### src/rtl/core/assert_macros.svh
// Assertion helpers. Bodies vanish when SYNTHESIS is defined.
`ifndef ASSERT_MACROS_SVH
`define ASSERT_MACROS_SVH

`ifndef SYNTHESIS
// Property must hold at every clock edge outside reset.
`define PLB_ASSERT(lbl, clk, rstn, prop, msg) \
  lbl: assert property (@(posedge clk) disable iff (!(rstn)) (prop)) else $error(msg);
// Condition must never be seen outside reset.
`define PLB_NEVER(lbl, clk, rstn, cond, msg) \
  lbl: assert property (@(posedge clk) disable iff (!(rstn)) !(cond)) else $error(msg);
`else
`define PLB_ASSERT(lbl, clk, rstn, prop, msg)
`define PLB_NEVER(lbl, clk, rstn, cond, msg)
`endif

`endif

### src/rtl/core/plb_pkg.sv
package plb_pkg;

  localparam int unsigned WORD_W  = 32;
  localparam int unsigned POS_W   = 7;
  localparam int unsigned COUNT_W = 7;

  typedef enum logic [1:0] {
    OP_INSERT = 2'd0,
    OP_DELETE = 2'd1,
    OP_READ   = 2'd2
  } op_e;

  typedef enum logic [1:0] {
    ST_OK     = 2'd0,
    ST_BADPOS = 2'd1,
    ST_FULL   = 2'd2,
    ST_EMPTY  = 2'd3
  } status_e;

  // Broadcast to every cell of the row.
  typedef struct packed {
    logic             ins;  // open a slot at pos, later entries move back
    logic             del;  // close the slot at pos, later entries move up
    logic             rd;   // drive the entry at pos onto the tap
    logic [POS_W-1:0] pos;
  } shift_ctrl_t;

endpackage

### src/rtl/core/plb_cell.sv
module plb_cell #(
  parameter int unsigned INDEX = 0,
  parameter int unsigned CMP_W = 7
) (
  input  logic                                clk_i,
  input  plb_pkg::shift_ctrl_t                ctrl_i,
  input  logic signed [plb_pkg::WORD_W-1:0]   value_i,
  input  logic signed [plb_pkg::WORD_W-1:0]   left_i,
  input  logic signed [plb_pkg::WORD_W-1:0]   right_i,
  output logic signed [plb_pkg::WORD_W-1:0]   entry_o,
  output logic signed [plb_pkg::WORD_W-1:0]   tap_o
);
  import plb_pkg::*;

  localparam logic [CMP_W-1:0] Idx = CMP_W'(INDEX);

  logic signed [WORD_W-1:0] entry_d, entry_q;
  logic [CMP_W-1:0]         pos_w;

  assign pos_w = CMP_W'(ctrl_i.pos);

  always_comb begin
    entry_d = entry_q;
    if (ctrl_i.ins) begin
      if (Idx == pos_w) begin
        entry_d = value_i;
      end else if (Idx > pos_w) begin
        entry_d = left_i;
      end
    end
    if (ctrl_i.del && (Idx >= pos_w)) begin
      entry_d = right_i;
    end
  end

  // list contents carry no reset
  always_ff @(posedge clk_i) begin
    entry_q <= entry_d;
  end

  assign entry_o = entry_q;
  assign tap_o   = (ctrl_i.rd && (Idx == pos_w)) ? entry_q : '0;

endmodule

### config.mk
export PLATFORM = sky130hd
export DESIGN_NAME = plb_cell
export DESIGN_NICKNAME = d
export VERILOG_FILES = /design/src/rtl/core/assert_macros.svh /design/src/rtl/core/plb_pkg.sv /design/src/rtl/core/plb_cell.sv
export SDC_FILE = /design/constraint.sdc
export NUM_CORES = 1
export LEC_CHECK = 0
export BUFFER_PORTS_ARGS = -buffer_cell sky130_fd_sc_hd__buf_2
export CORE_MARGIN = 2
export CORE_UTILIZATION = 41
export CTS_CLUSTER_SIZE = 12
export DETAILED_ROUTE_END_ITERATION = 7
export PLACE_DENSITY = 0.88
export SETUP_SLACK_MARGIN = 0.5
export SYNTH_ARGS = -nofsm -noshare
export SYNTH_HDL_FRONTEND = slang
export SYNTH_SLANG_ARGS = --single-unit
### constraint.sdc
create_clock -name clk_i -period 4.2 [get_ports clk_i]
set_input_delay 0.63 -clock clk_i [delete_from_list [all_inputs] [get_ports clk_i]]
set_output_delay 0.63 -clock clk_i [all_outputs]
set_load 0.02 [all_outputs]
Yosys cells after proc, flatten, opt, wreduce, memory -nomap -nowiden
Index checks and enable logic that the tools add are counted.
Widths: inputs -> output; s select.

word-level totals
  register bits after elaboration = 32
  input port bits = 107
  output and inout port bits = 64
  word-level logic and storage cells = 14

cells by class
  order comparisons = 2
  muxes and demuxes = 5
  reductions and logical operators = 6

operators by type and width
  kind                count
  $mux 32             5
  $ge 1x7->1 const A  1
  $gt 1x7->1 const A  1
  $logic_not 7->1     1
  $reduce_bool 3->1   1
  $logic_and 1x1->1   2
  $reduce_and 2->1    1
  $reduce_bool 2->1   1

Longest topological paths before layout
  depth after elaboration = 5
  depth in mapped cells = 5
  depth with buffers taken out = 3

Worst setup path before layout
OpenSTA, ideal clock, no wires.

  path kind = input to register
  from = input port ctrl_i[3] (netlist bit)
  to = register entry_q[0] (netlist: entry_o[0]), enable pin
  setup time = 0.391 ns
  arrival time = 2.455 ns
  required time = 3.809 ns
  path slack = 1.354 ns
  cell stages on the path = 5
  buffers on the path = 2
  path through = or4_4 > nor4_4 > buf_6 > buf_2 > o21a_1

between the ends
  cells in the longest elaborated chain, start to end = 4
  elaborated cells between the ends (all ways) = 7
  those cells by class = order compare: 2; reduce/logical: 5

RTL lines
  item                                                                            line            text
  from (decl)                                                                     plb_cell.sv:6   input plb_pkg::shift_ctrl_t ctrl_i,
  $ge 1x7->1                                                                      plb_cell.sv:31  if (ctrl_i.del && (Idx >= pos_w)) begin
  $logic_and 1x1->1                                                               plb_cell.sv:31
  $reduce_bool 3->1 (no source line) / $reduce_bool 2->1 (equally long branches)  n/a
  $reduce_and 2->1 (no source line) (*)                                           n/a
  to (signal assigned)                                                            plb_cell.sv:38  entry_q <= entry_d;
  to (decl)                                                                       plb_cell.sv:17  logic signed [WORD_W-1:0] entry_d, entry_q;

Every way passes the cells marked *; elsewhere a longest branch is shown, timed or not.
A chain may end at the register's enable or synchronous reset.

Final worst setup path
  from = input port ctrl_i[3] (netlist bit)
  to = output port tap_o[8] (netlist bit)

between the ends
  cells in the longest elaborated chain, start to end = 3

RTL lines
  item               line            text
  $logic_not 7->1    plb_cell.sv:42  assign tap_o = (ctrl_i.rd && (Idx == pos_w)) ? entry_q : '0;
  $logic_and 1x1->1  plb_cell.sv:42
  $mux 32            plb_cell.sv:42
  to (decl)          plb_cell.sv:11  output logic signed [plb_pkg::WORD_W-1:0] tap_o

Every way passes these cells.

==> results_dict.tcl <==
set metrics [dict create \
    outcome "finished clean" \
    slowest_stage "buf_4" \
    fill_cells 388 \
    drive_gt1_share_pct 75.9 \
    antenna_found_initial 0 \
    cap_violations 0 \
    yosysUniqueCellTypes 11 \
    netSwitchingPower_w 0.000142 \
    ys_seq_area_share_pct 47.9 \
    rsz0062_at_grt "false" \
    powerDensity_mw_per_mm2 231 \
    worst_slew_pin_slew_ns 0.769 \
    drt_iter0_markers 66 \
    num_antenna_cells 0 \
    initial_core_util_pct 42.4 \
    path_cells "buf_2, or4_4, nor4_4, buf_4, and3_1, buf_2" \
    dr_total_vias 1823 \
    io_buffers 170 \
    grt.total_usage_pct 17.9 \
    route.detailed.drc 0 \
    ir_worst_vdd_uv 136 \
    grt_pass1_vias 1621 \
    syn_area_per_cell_um2 13.8 \
    worstSetupEndpointType "output port" \
    ys_ff_latch 32 \
    area_delta_synth_final_pct 47.3 \
    hold_buffers 0 \
    nets 417 \
    slowest_delay_ns 0.56 \
    crit_fanout 65 \
    p_leak_nw 1.50 \
    clock_path_buffers 2 \
    post-route-util_pct 62.5 \
    internal-power_w 0.000538 \
    synthesis.nets 252 \
    vias_per_cell 4.82 \
    antenna_left 0 \
    dp_hpwl_mm 3.89 \
    cp_top_family "simple AND/OR/NAND/NOR gates" \
    path_common_cell "buf_2" \
    critPathBufInv 3 \
    final_cell_mix "buf_2 (170), mux2_2 (57), and3_1 (32), edfxtp_1 (32), mux2_1 (7)" \
    finalSetupTns_ns 0 \
    cts_buffers 5 \
    fp-row-count 25 \
    max_freq_mhz 328 \
    dieHeight_um 73.9 \
    yosys_warnings 0 \
    p_clk_share_pct 32.2 \
    final_cell_area_mm2 0.00295 \
    clockRootBuffer "clkbuf_8" \
    finalWirelength_mm 5.32 \
    slew_headroom_pct 48.7 \
    finalCritPeriodShare_pct 72.7 \
    crit_required_ns 3.57 \
    netSwitchingFraction_pct 20.9 \
    clkSlewWorstSetupHoldPaths_ns 0.06 \
    fp.dieW_um 73.9 \
    layout_min_cycle_time_ns 3.05 \
    critPathLaunchType "primary input" \
    synthCells 145 \
    worstSetupPathType "primary input to output port" \
    post-cts-setup-buffer-count 0 \
    grt_overflow_total 0 \
    grt_max_degree 66 \
    grt_pass1_wl_mm 7.37 \
    ioPinCount 171 \
    place_area_mm2 0.00287 \
    netlist_area_mm2 0.00200 \
    cts-resized-gates 0 \
    p_seq_share_pct 52.0 \
    wl_per_cell_um 14.1 \
    critical_path_arrival_ns 2.42 \
    clkSinkCount 32 \
    setup_viol 0 \
    largest_register_ffs 32 \
    combPwrFrac_pct 15.8 \
    htree_num_levels 2 \
    hold_path_class "primary input to register" \
    final_common_cell "buf_2" \
    maxSlewViolCount 0 \
    gp_congestion 0.805 \
    dr.pass1.iters 4 \
    die_area_mm2 0.00546 \
    hold_viol_final 0 \
    fp.coreArea_mm2 0.00472 \
    cts_tree "yes" \
]
[cells in the mapped netlist]
cell      instances  area share, %
and3_1           32             10
buf_2             3           0.75
buf_4             1           0.37
buf_6             3            1.7
clkbuf_1          7            1.3
edfxtp_1         32             48
mux2_1            7            3.9
mux2_2           57             32
nor4_4            1            1.1
o21a_1            1           0.37
or4_4             1           0.56
[routing by layer]
layer  part of all wire (%)  wire length, µm  vias up  global-route usage [%]
met2                     53             2800       92                    33.7
met3                    6.6              352        9                    4.66
met5                      0                0        -                       0
met4                    1.3               68        0                    5.66
met1                     39             2090      833                    19.2
li1                       -                -      889                       -
[layout make-up]
type / count / area, µm² / share of cell area, %
flip-flops and latches: 32 / 961 / 32.6
multi-input cells: 99 / 961 / 32.6
repair buffers: 172 / 866 / 29.3
well taps: 67 / 83.8 / 2.84
clock buffers: 7 / 76.3 / 2.59
clock inverters: 1 / 3.75 / 0.127
[worst paths after layout]
check | cells past startpoint | start | end | slack, ns
max | 6 | ctrl_i[3] | tap_o[8] | 1.15
min | 2 | left_i[26] | entry_o[26] | 0.64
[kinds of logic (layout without fill, tap and decap cells)]
group,count (synthesis),in the layout,synth area share (%)
AND/OR/NAND/NOR,34,34,11.6
multiplexers,64,64,36.0
flip-flops,32,32,47.9
AO/OA/AOI/OAI,1,1,0.375
buffers and inverters,14,180,4.12
[metrics by stage]
stage | std cells | hold slack [ns] | power, W | worst slack [ns]
after floorplan | 145 | 0.831 | 0.000413 | 1.35
after global placement | 370 | 0.913 | 0.000464 | 1.23
after detailed placement | 370 | 0.917 | 0.000469 | 1.18
after CTS | 378 | 0.625 | 0.000691 | 1.17
after global routing | 378 | 0.630 | 0.000713 | 1.05
final | 378 | 0.635 | 0.000680 | 1.15
[power groups by stage]
stage | registers [W] | logic (W) | clock network (W)
after global routing | 0.000354 | 0.000118 | 0.000241
after floorplan | 0.000363 | 0.0000503 | 0
after global placement | 0.000361 | 0.000104 | 0
final | 0.000354 | 0.000107 | 0.000219
after CTS | 0.000354 | 0.000108 | 0.000228
after detailed placement | 0.000361 | 0.000108 | 0
Power figures use the tool's default switching activity.
